## config.mk

```make
export PLATFORM = sky130hd
export DESIGN_NAME = inflight_packet_table
export DESIGN_NICKNAME = d
export VERILOG_FILES = /design/src/ipt_pkg.sv /design/src/ipt_ctrl.sv /design/src/ipt_datapath.sv /design/src/inflight_packet_table.sv
export SDC_FILE = /design/constraint.sdc
export NUM_CORES = 2
export LEC_CHECK = 0
export ABC_AREA = 1
export BUFFER_PORTS_ARGS = -buffer_cell sky130_fd_sc_hd__buf_2
export CAP_MARGIN = 20
export CORE_UTILIZATION = 55
export CTS_CLUSTER_SIZE = 24
export DETAILED_ROUTE_END_ITERATION = 8
export PLACE_DENSITY = 0.79
export SLEW_MARGIN = 0
export SYNTH_ARGS = -nofsm -noshare
export SYNTH_HDL_FRONTEND = slang
export SYNTH_SLANG_ARGS = --single-unit
export TNS_END_PERCENT = 50
```

## constraint.sdc

```tcl
create_clock -name i_clk -period 8.4 [get_ports i_clk]
set_input_delay 1.68 -clock i_clk [delete_from_list [all_inputs] [get_ports i_clk]]
set_output_delay 1.68 -clock i_clk [all_outputs]
set_load 0.02 [all_outputs]
```

## src/ipt_pkg.sv

```systemverilog
// ----------------------------------------------------------------------------
// ipt_pkg
// types, operation codes and state encoding shared by the packet table
// ----------------------------------------------------------------------------
package ipt_pkg;

    localparam int unsigned DEPTH = 16;
    localparam int unsigned KIND_W = 4;
    localparam int unsigned CLASS_W = 4;
    localparam int unsigned ID_W = 16;
    localparam int unsigned TAG_W = 32;
    localparam int unsigned POS_W = 4;
    localparam int unsigned CNT_W = 5;

    typedef enum logic [KIND_W-1:0] {
        K_APPEND = 4'd0,
        K_GET_AT = 4'd1,
        K_PEEK   = 4'd2,
        K_MARK   = 4'd3,
        K_DROP   = 4'd4,
        K_DELETE = 4'd5,
        K_SHIFT  = 4'd6,
        K_POP    = 4'd7,
        K_MISC   = 4'd8
    } t_kind;

    typedef struct packed {
        logic [KIND_W-1:0]  kind;
        logic [CLASS_W-1:0] entry_class;
        logic [ID_W-1:0]    pkt_id;
        logic [TAG_W-1:0]   tag;
        logic [POS_W-1:0]   position;
        logic               take_id;
    } t_in_item;

    typedef struct packed {
        logic               ok;
        logic [CLASS_W-1:0] out_class;
        logic [ID_W-1:0]    out_pkt_id;
        logic [TAG_W-1:0]   out_tag;
        logic [CNT_W-1:0]   entry_count;
        logic               has_current;
        logic               queueable;
        logic [ID_W-1:0]    new_id;
    } t_out_item;

    typedef enum logic [1:0] {
        S_IDLE,
        S_EXEC
    } t_state;

    typedef struct packed {
        logic load;
        logic exec;
    } t_ctrl;

endpackage

```

## src/ipt_ctrl.sv

```systemverilog
// ----------------------------------------------------------------------------
// ipt_ctrl
// controller: captures a command then runs the execute cycle
// ----------------------------------------------------------------------------
module ipt_ctrl (
    input  logic           i_clk,
    input  logic           i_rst_n,
    input  logic           start,
    output logic           busy,
    output ipt_pkg::t_ctrl o_ctrl
);

    ipt_pkg::t_state r_state, n_state;

    always_ff @(posedge i_clk) begin
        if (!i_rst_n) begin
            r_state <= ipt_pkg::S_IDLE;
        end else begin
            r_state <= n_state;
        end
    end

    always_comb begin
        n_state = r_state;
        o_ctrl = '0;
        busy = 1'b0;
        unique case (r_state)
            ipt_pkg::S_IDLE: begin
                if (start) begin
                    o_ctrl.load = 1'b1;
                    n_state = ipt_pkg::S_EXEC;
                end
            end
            ipt_pkg::S_EXEC: begin
                busy = 1'b1;
                o_ctrl.exec = 1'b1;
                n_state = ipt_pkg::S_IDLE;
            end
            default: n_state = ipt_pkg::S_IDLE;
        endcase
    end

endmodule

```

## src/ipt_datapath.sv

```systemverilog
// ----------------------------------------------------------------------------
// ipt_datapath
// slot cells with parallel key compare and compacting shift, plus counters
// ----------------------------------------------------------------------------
module ipt_datapath #(
    parameter int unsigned TAG_BITS = 32
) (
    input  logic                i_clk,
    input  logic                i_rst_n,
    input  ipt_pkg::t_ctrl      i_ctrl,
    input  ipt_pkg::t_in_item   i_item,
    input  logic                i_cfg_we,
    input  logic [4:0]          i_cfg_data,
    output logic                o_strobe,
    output ipt_pkg::t_out_item  o_result
);

    localparam int unsigned DEPTH = ipt_pkg::DEPTH;
    localparam int unsigned TW = ipt_pkg::TAG_W;
    localparam int unsigned CW = ipt_pkg::CNT_W;
    localparam int unsigned IW = $clog2(DEPTH);
    localparam int unsigned FW = $clog2(DEPTH + 1);

    logic [ipt_pkg::CLASS_W-1:0] r_cls [DEPTH];
    logic [ipt_pkg::ID_W-1:0]    r_pid [DEPTH];
    logic [TAG_BITS-1:0]         r_tag [DEPTH];
    logic [FW-1:0]               r_fill, n_fill;
    logic [FW-1:0]               r_cur, n_cur;
    logic [ipt_pkg::ID_W-1:0]    r_idc, n_idc;
    logic [4:0]                  r_cap;
    ipt_pkg::t_in_item           r_item;
    logic                        r_strobe;
    ipt_pkg::t_out_item          r_res, n_res;

    logic [FW-1:0] eff_cap, pos_ext, rm_pos, rd_pos;
    logic          do_rm, do_app, hit;
    logic [DEPTH-1:0] match;
    logic [IW-1:0] first_idx;

    assign eff_cap = (r_cap > 5'(DEPTH)) ? FW'(DEPTH) : FW'(r_cap);
    assign pos_ext = FW'(r_item.position);

    always_comb begin
        for (int k = 0; k < DEPTH; k++) begin
            match[k] = (FW'(k) < r_cur) && (FW'(k) < r_fill)
                && (r_cls[k] == r_item.entry_class) && (r_pid[k] == r_item.pkt_id);
        end
        hit = |match;
        first_idx = '0;
        for (int k = DEPTH - 1; k >= 0; k--) begin
            if (match[k]) first_idx = IW'(k);
        end
    end

    always_comb begin
        n_fill = r_fill;
        n_cur = r_cur;
        n_idc = r_idc;
        n_res = '0;
        do_rm = 1'b0;
        do_app = 1'b0;
        rm_pos = '0;
        rd_pos = '0;
        case (r_item.kind)
            ipt_pkg::K_APPEND: begin
                do_app = (r_fill < eff_cap);
                n_res.ok = do_app;
            end
            ipt_pkg::K_GET_AT: rd_pos = pos_ext;
            ipt_pkg::K_PEEK: rd_pos = r_cur;
            ipt_pkg::K_MARK: n_res.ok = (r_cur < r_fill);
            ipt_pkg::K_DROP: rd_pos = r_cur;
            ipt_pkg::K_DELETE: rd_pos = pos_ext;
            ipt_pkg::K_SHIFT: rd_pos = '0;
            ipt_pkg::K_POP: rd_pos = FW'(first_idx);
            ipt_pkg::K_MISC: n_res.ok = 1'b1;
            default: ;
        endcase
        if (r_item.kind inside {ipt_pkg::K_GET_AT, ipt_pkg::K_PEEK, ipt_pkg::K_DROP,
                                ipt_pkg::K_DELETE, ipt_pkg::K_SHIFT}) begin
            n_res.ok = (rd_pos < r_fill);
        end
        if (r_item.kind == ipt_pkg::K_POP) n_res.ok = hit;
        if (n_res.ok && (r_item.kind inside {ipt_pkg::K_GET_AT, ipt_pkg::K_PEEK,
                ipt_pkg::K_DROP, ipt_pkg::K_DELETE, ipt_pkg::K_SHIFT, ipt_pkg::K_POP})) begin
            n_res.out_class = r_cls[rd_pos[IW-1:0]];
            n_res.out_pkt_id = r_pid[rd_pos[IW-1:0]];
            n_res.out_tag = TW'(r_tag[rd_pos[IW-1:0]]);
        end
        if (n_res.ok && (r_item.kind inside {ipt_pkg::K_DROP, ipt_pkg::K_DELETE,
                ipt_pkg::K_SHIFT, ipt_pkg::K_POP})) begin
            do_rm = 1'b1;
            rm_pos = rd_pos;
            n_fill = r_fill - FW'(1);
            if (r_cur > rd_pos) n_cur = r_cur - FW'(1);
        end
        if (do_app) n_fill = r_fill + FW'(1);
        if (r_item.kind == ipt_pkg::K_MARK && n_res.ok) n_cur = r_cur + FW'(1);
        if (r_item.kind == ipt_pkg::K_MISC) begin
            if (r_item.take_id) begin
                n_res.new_id = r_idc;
                n_idc = r_idc + 1'b1;
            end else begin
                n_cur = '0;
            end
        end
        n_res.entry_count = CW'(n_fill);
        n_res.has_current = (n_cur < n_fill);
        n_res.queueable = (n_fill < eff_cap);
    end

    always_ff @(posedge i_clk) begin
        if (i_ctrl.load) r_item <= i_item;
        if (i_ctrl.exec) begin
            r_res <= n_res;
            for (int k = 0; k < DEPTH - 1; k++) begin
                if (do_rm && FW'(k) >= rm_pos) begin
                    r_cls[k] <= r_cls[k + 1];
                    r_pid[k] <= r_pid[k + 1];
                    r_tag[k] <= r_tag[k + 1];
                end
            end
            for (int k = 0; k < DEPTH; k++) begin
                if (do_app && FW'(k) == r_fill) begin
                    r_cls[k] <= r_item.entry_class;
                    r_pid[k] <= r_item.pkt_id;
                    r_tag[k] <= TAG_BITS'(r_item.tag);
                end
            end
        end
    end

    always_ff @(posedge i_clk) begin
        if (!i_rst_n) begin
            r_fill <= '0;
            r_cur <= '0;
            r_idc <= '0;
            r_cap <= 5'd16;
            r_strobe <= 1'b0;
        end else begin
            r_strobe <= i_ctrl.exec;
            if (i_cfg_we) r_cap <= i_cfg_data;
            if (i_ctrl.exec) begin
                r_fill <= n_fill;
                r_cur <= n_cur;
                r_idc <= n_idc;
            end
        end
    end

    assign o_strobe = r_strobe;
    assign o_result = r_res;

endmodule

```

## src/inflight_packet_table.sv

```systemverilog
// ----------------------------------------------------------------------------
// inflight_packet_table
// ordered in-flight packet table with send cursor and id counter
// ----------------------------------------------------------------------------
// command registered when accepted; result and strobe registered in the execute step
// busy is high in the execute step; a new command waits until capture and execute end
// reset: synchronous active low; count, cursor and id clear, capacity 16
// slot contents are not cleared; the receiver cannot stall results
module inflight_packet_table #(
    parameter int unsigned TAG_BITS = 32
) (
    input  logic               i_clk,
    input  logic               i_rst_n,
    input  logic               start,
    output logic               busy,
    input  ipt_pkg::t_in_item  i_item,
    input  logic               i_cfg_we,
    input  logic [4:0]         i_cfg_data,
    output logic               o_strobe,
    output ipt_pkg::t_out_item o_result
);

    ipt_pkg::t_ctrl ctrl;

    ipt_ctrl u_ctrl (
        .i_clk  (i_clk),
        .i_rst_n(i_rst_n),
        .start  (start),
        .busy   (busy),
        .o_ctrl (ctrl)
    );

    ipt_datapath #(.TAG_BITS(TAG_BITS)) u_dp (
        .i_clk     (i_clk),
        .i_rst_n   (i_rst_n),
        .i_ctrl    (ctrl),
        .i_item    (i_item),
        .i_cfg_we  (i_cfg_we),
        .i_cfg_data(i_cfg_data),
        .o_strobe  (o_strobe),
        .o_result  (o_result)
    );

endmodule

```

; After elaboration in Yosys (flattened, before gate mapping)
; Memories as Yosys holds them, arrays and structs flattened. A register that Yosys moved wholly into a read port is not among the register bits.
; Cells that the tools add are included.
; W data, S select, Z words.
[op_classes]
addsub = 5
mul = 0
div = 0
n_lt_le_gt_ge = 54
n_eq_ne = 55
shift = 0
mux = 181
bitwise_logic = 45
n_reduce_logical = 100
[op_table]
columns = operator, count
row1 = $mux W32, 16
row2 = $eq A16 B16 Y1, 16
row3 = $mux W16, 16
row4 = $mux W4, 35
row5 = $mux W1, 103
row6 = $logic_and A1 B1 Y1, 82
row7 = $lt A4 B5 Y1 const A, 16
row8 = $eq A4 B4 Y1, 16
row9 = $mux W5, 9
row10 = $or A1 B1 Y1, 45
row11 = $eq A4 B5 Y1 const A, 8
row12 = $lt A3 B5 Y1 const A, 8
row13 = $ge A4 B5 Y1 const A, 7
row14 = $reduce_or A16 Y1, 2
row15 = $reduce_or A32 Y1, 1
row16 = $lt A5 B5 Y1, 5
row17 = $eq A3 B5 Y1 const A, 4
row18 = $ge A3 B5 Y1 const A, 4
row19 = $lt A1 B5 Y1 const A, 4
row20 = $lt A2 B5 Y1 const A, 4
row21 = $add A16 B1 Y16 const B, 1
row22 = $eq A4 B3 Y1 const B, 4
row23 = $pmux W5 S3, 1
row24 = $add A5 B1 Y5 const B, 2
row25 = 22 further kinds, 31
[totals]
ff_bits = 118
latchBits = 0
mem_bits_rw = 832
mem_bits_ro = 0
in_bits = 70
out_inout_bits = 78
n_memories = 3
[memory_table]
columns = name, depth, width, rd, rd_ports_with_merged_regs, wr, line_no
row1 = u_dp.r_tag, 16, 32, 16, 1, 15, ipt_datapath.sv:26  ; logic [TAG_BITS-1:0] r_tag [DEPTH];
row2 = u_dp.r_pid, 16, 16, 17, 1, 15, ipt_datapath.sv:25  ; logic [ipt_pkg::ID_W-1:0] r_pid [DEPTH];
row3 = u_dp.r_cls, 16, 4, 17, 1, 15, ipt_datapath.sv:24  ; logic [ipt_pkg::CLASS_W-1:0] r_cls [DEPTH];

; Logic depth before layout (Yosys ltp)
[logic_depth]
ltp_word = 33
depth_mapped = 44

; By module
; A second synthesis with hierarchy kept.
[hier_totals]
hier_cells = 5932
area_unflattened_um2 = 53344.9
[modules_own_cells]
columns = module, n_inst, cells_per_inst, area_each_um2
row1 = ipt_datapath, 1, 5925, 53293.6
row2 = ipt_ctrl, 1, 7, 51.3

; Worst setup path before layout
; OpenSTA, ideal clock, no wires.
[synth_timing]
path_kind = reg2reg
from = register u_dp.r_item[51] (netlist name)
to = memory u_dp.r_cls[0][0] (netlist name) (enable)
setup_time_ns = 0.534
arrival_time_ns = 7.683
path_slack_ns = 0.184
path_stages_with_launch = 30
n_path_buf = 5
path_cell_list = edfxtp_1 -> buf_4 -> buf_2 -> xor2_1 -> a21oi_1 -> nand3_1 -> a2111oi_0 -> nand3_1 -> nand2_1 -> nor3_2 -> a22oi_1 -> o21a_1 -> buf_4 -> inv_2 -> clkbuf_1 -> clkbuf_1 -> ha_1 -> a21oi_1 -> nor2_1 -> a211oi_1 -> nand2_1 -> nand2_1 -> nand2_2 -> nand2_4 -> nand3_4 -> nor2_4 -> inv_2 -> nor2_1 -> nand3_1 -> o21ai_0
[synth_rtl]
columns = item, line_no
row1 = from (decl), ipt_datapath.sv:31  ; ipt_pkg::t_in_item r_item;
row2 = from (signal assigned), ipt_datapath.sv:113  ; if (i_ctrl.load) r_item <= i_item;
row3 = to (decl), ipt_datapath.sv:24

==> run_results.csv <==
group,metric,value,unit
sta,slew_headroom,19.86,%
routing,drt-initial-drc-count,8731,
clock_tree,cts_buffers,107,
placed_design,place.gp.congestion,1.002,
global_routing,grt_max_degree,156,
global_routing,antenna_found_initial,5,
setup_path,start_kind,"flip-flop",
clock_tree,cts.sinks,1002,
sta,rsz0062_at_grt,"false",
clock_tree,clk_pin_slew,0.06,ns
routing,ant_nets,0,
yosys,yosysSeqAreaShare,55.49,%
placed_design,placed_cell_area,55090,µm²
routing,via_per_inst,6.541,
yosys,synth_edf_count,969,
yosys,synth_area_leaders,"edfxtp_1 54%, nand2_1 9.4%, o21ai_0 8.6%",
yosys,synth_top_area_cell,"edfxtp_1",
final_layout,nNetsFinal,5950,
final_layout,ff_latch_area,29760,µm²
final_layout,fillCellCount,8038,
pwr,ir_worst_vdd,0.1541,mV
final_layout,final-instance-count-excl-fill,7204,
clock_tree,cts-htree-levels,3,
placed_design,hpwl,108.1,mm
setup_path,cpPeakStageDelay,1.07,ns
clock_tree,cts-hold-fix-buffers,0,
clock_tree,cts_root_buf,"clkbuf_16",
yosys,yosysTopAreaCellShare,54.26,%
routing,wl_met2,77.46,mm
clock_tree,clock_latency,0.71,ns
routing,routed.top_layer,"met5",
routing,vias,47124,
die,core_area,96710,µm²
global_routing,track_usage,36.77,%
setup_path,crit_family,"buffers and inverters",
setup_path,worstSetupEndpointType,"flip-flop",
sta,timing.setup.tns,0,ns
final_layout,drive_gt1_share,8.588,%
die,dieWidth,314.3,µm
global_routing,grt_pass1_wl,272.9,mm
pwr,powerDensity,187.6,nW/µm²
clock_tree,cts_tree,"built",
yosys,synthArstFlopShare,0,%
yosys,syn_area,53630,µm²
die,dieArea,98760,µm²
die,die_h,314.3,µm
yosys,yosys-top-cells-count,"1349 x nand2_1, 969 x edfxtp_1, 923 x o21ai_0",
yosys,synth.distinct_cells,60,
placed_design,pre_cts_ws,1.691,ns
yosys,ys_ff_latch,1002,
final_layout,syn_to_final_growth,9.031,%
yosys,yosysMostFrequentCell,"nand2_1",
setup_path,required,8.71,ns
final_layout,multi_input_area,20440,µm²
placed_design,place_inst,7009,
min_path,min_path_type,"flip-flop to flip-flop",
sta,slew_viol_final,0,
clock_tree,postCtsSetupRepairBufs,0,
routing,wl_met1,67.46,mm
yosys,avgSynthCellArea,9.045,µm²
yosys,syn-num-nets,6033,
sta,setup_viol,0,
sta,period_share,85.19,%
sta,hold_violations,0,
die,start_util,55.45,%
routing,met3_length,30.60,mm
yosys,ys_warn_count,0,
clock_tree,cts_max_path_buffers,3,
final_layout,final_area,58470,µm²
sta,setup_ws,1.244,ns
setup_path,crit_buf_inv,5,
yosys,syn_inst,5929,
sta,tightest_slew,1.198,ns
global_routing,grt_overflow,0,
placed_design,io_buffers,147,
pwr,leakage,23.04,nW
global_routing,grt_pass1_vias,43834,
routing,wl_per_cell,25.63,µm
die,ios,148,
sta,skew,0.03001,ns
sta,max_freq,0.1397,GHz
setup_path,critical_path_arrival,7.47,ns
routing,routed_wl,184.7,mm
setup_path,critical_path_class,"flip-flop to flip-flop",
routing,dr.pass1.iters,7,
setup_path,path_cells,"inv_1 > nand2_1 > nand4_1 > nor3_1 > nand2_1 > nor2_1 > nand2_1 > nand3_1 > nand2_1 > a21oi_1 > o21bai_1 > a21oi_4 > buf_4 > buf_4 > buf_4 > nor3_1 > o21ai_4 > buf_4",
status,status,"finished, final reports clean",
setup_path,slowest_stage,"edfxtp_1",
die,rows,114,
routing,drc,0,
clock_tree,post_cts_resize_count,0,
job,drv_cap,0,
sta,period_needed,7.156,ns
setup_path,cp_max_fo,72,
yosys,synth_flop_cell,"edfxtp_1",
==> per-layer routing <==
metal / up-vias / track usage, %
li1: 20382 / -
met1: 22054 / 51.19
met2: 4046 / 52.55
met3: 638 / 10.75
met4: 4 / 17.89
met5: - / 0
==> final cells by class <==
class                      count  share of cell area, %
sequential                  1002                  50.90
multi-input combinational   4031                  34.96
clock buffer                 143                  4.952
inverter                     457                  2.968
timing repair buffer         247                  2.816
tap                         1276                  2.730
clock inverter                47                 0.6740
antenna                        1               0.004280
==> per-stage QoR <==
stage	hold WS, ns	power (mW)	utilization (%)
3_3_place_gp	0.4395	6.421	56.96
5_1_grt	0.4948	11.20	60.46
4_1_cts	0.4801	10.93	60.37
2_1_floorplan	0.4206	6.169	-
6_report	0.4752	10.97	60.46
3_5_place_dp	0.4527	6.439	56.97
==> worst paths after layout <==
check             cells past startpoint                        start  slack, ns                           to
setup / recovery                     18    u_dp.r_item[54]$_DFFE_PP_       1.24  u_dp.r_tag[6][30]$_DFFE_PP_
hold / removal                        1  u_dp.r_idc[15]$_SDFFE_PN0P_       0.48  u_dp.r_idc[15]$_SDFFE_PN0P_
setup reg to reg                     18    u_dp.r_item[54]$_DFFE_PP_       1.24  u_dp.r_tag[6][30]$_DFFE_PP_
hold reg to reg                       1  u_dp.r_idc[15]$_SDFFE_PN0P_       0.48  u_dp.r_idc[15]$_SDFFE_PN0P_
==> cell families (layout without fill, tap and decap cells) <==
kind of cell             Yosys count  count (layout)  share of synthesized area, %
flip-flops                      1002            1002                         55.49
AND/OR/NAND/NOR                 2360            2360                         18.33
adder cells (fa/ha/maj)           34              34                        0.7932
buffers and inverters            896             894                         6.894
XOR/XNOR                         210             210                         3.430
other                              0               1                             0
AO/OA/AOI/OAI                   1427            1427                         15.06
==> where the power goes <==
part | leakage (nW) | switching [mW] | total, mW | internal [mW]
Clock | 1.60 | 2.05 | 4.59 | 2.54
Combinational | 12.4 | 0.531 | 0.743 | 0.213
Sequential | 9.08 | 0.0931 | 5.63 | 5.54
==> sequential cells by signal, indices dropped and copies added, names as in the netlist <==
signal / count
u_dp.r_pid: 256
u_dp.r_cap: 5
u_dp.o_strobe: 1
u_ctrl.r_state: 1
u_dp.r_fill: 5
u_dp.r_cur: 5
u_dp.o_result: 76
u_dp.r_cls: 64
u_dp.r_tag: 512
u_dp.r_item: 57
u_dp.r_idc: 16
u_dp.pos_ext: 4
==> cells in the final DEF, fill, tap and decap left out, types with 87 or more instances in the layout <==
cell type / netlist / final
o221ai_1: 175 / 175
edfxtp_1: 969 / 969
buf_2: 77 / 147
nand2_1: 1349 / 1339
nor2_1: 484 / 482
xor2_1: 93 / 93
buf_4: 18 / 87
a21oi_1: 181 / 181
clkbuf_16: 0 / 109
o21ai_0: 923 / 917
inv_1: 443 / 442
nand4_1: 108 / 108
nand3_1: 302 / 297
xnor2_1: 117 / 117
No activity file was read; power rests on OpenSTA's default activity.
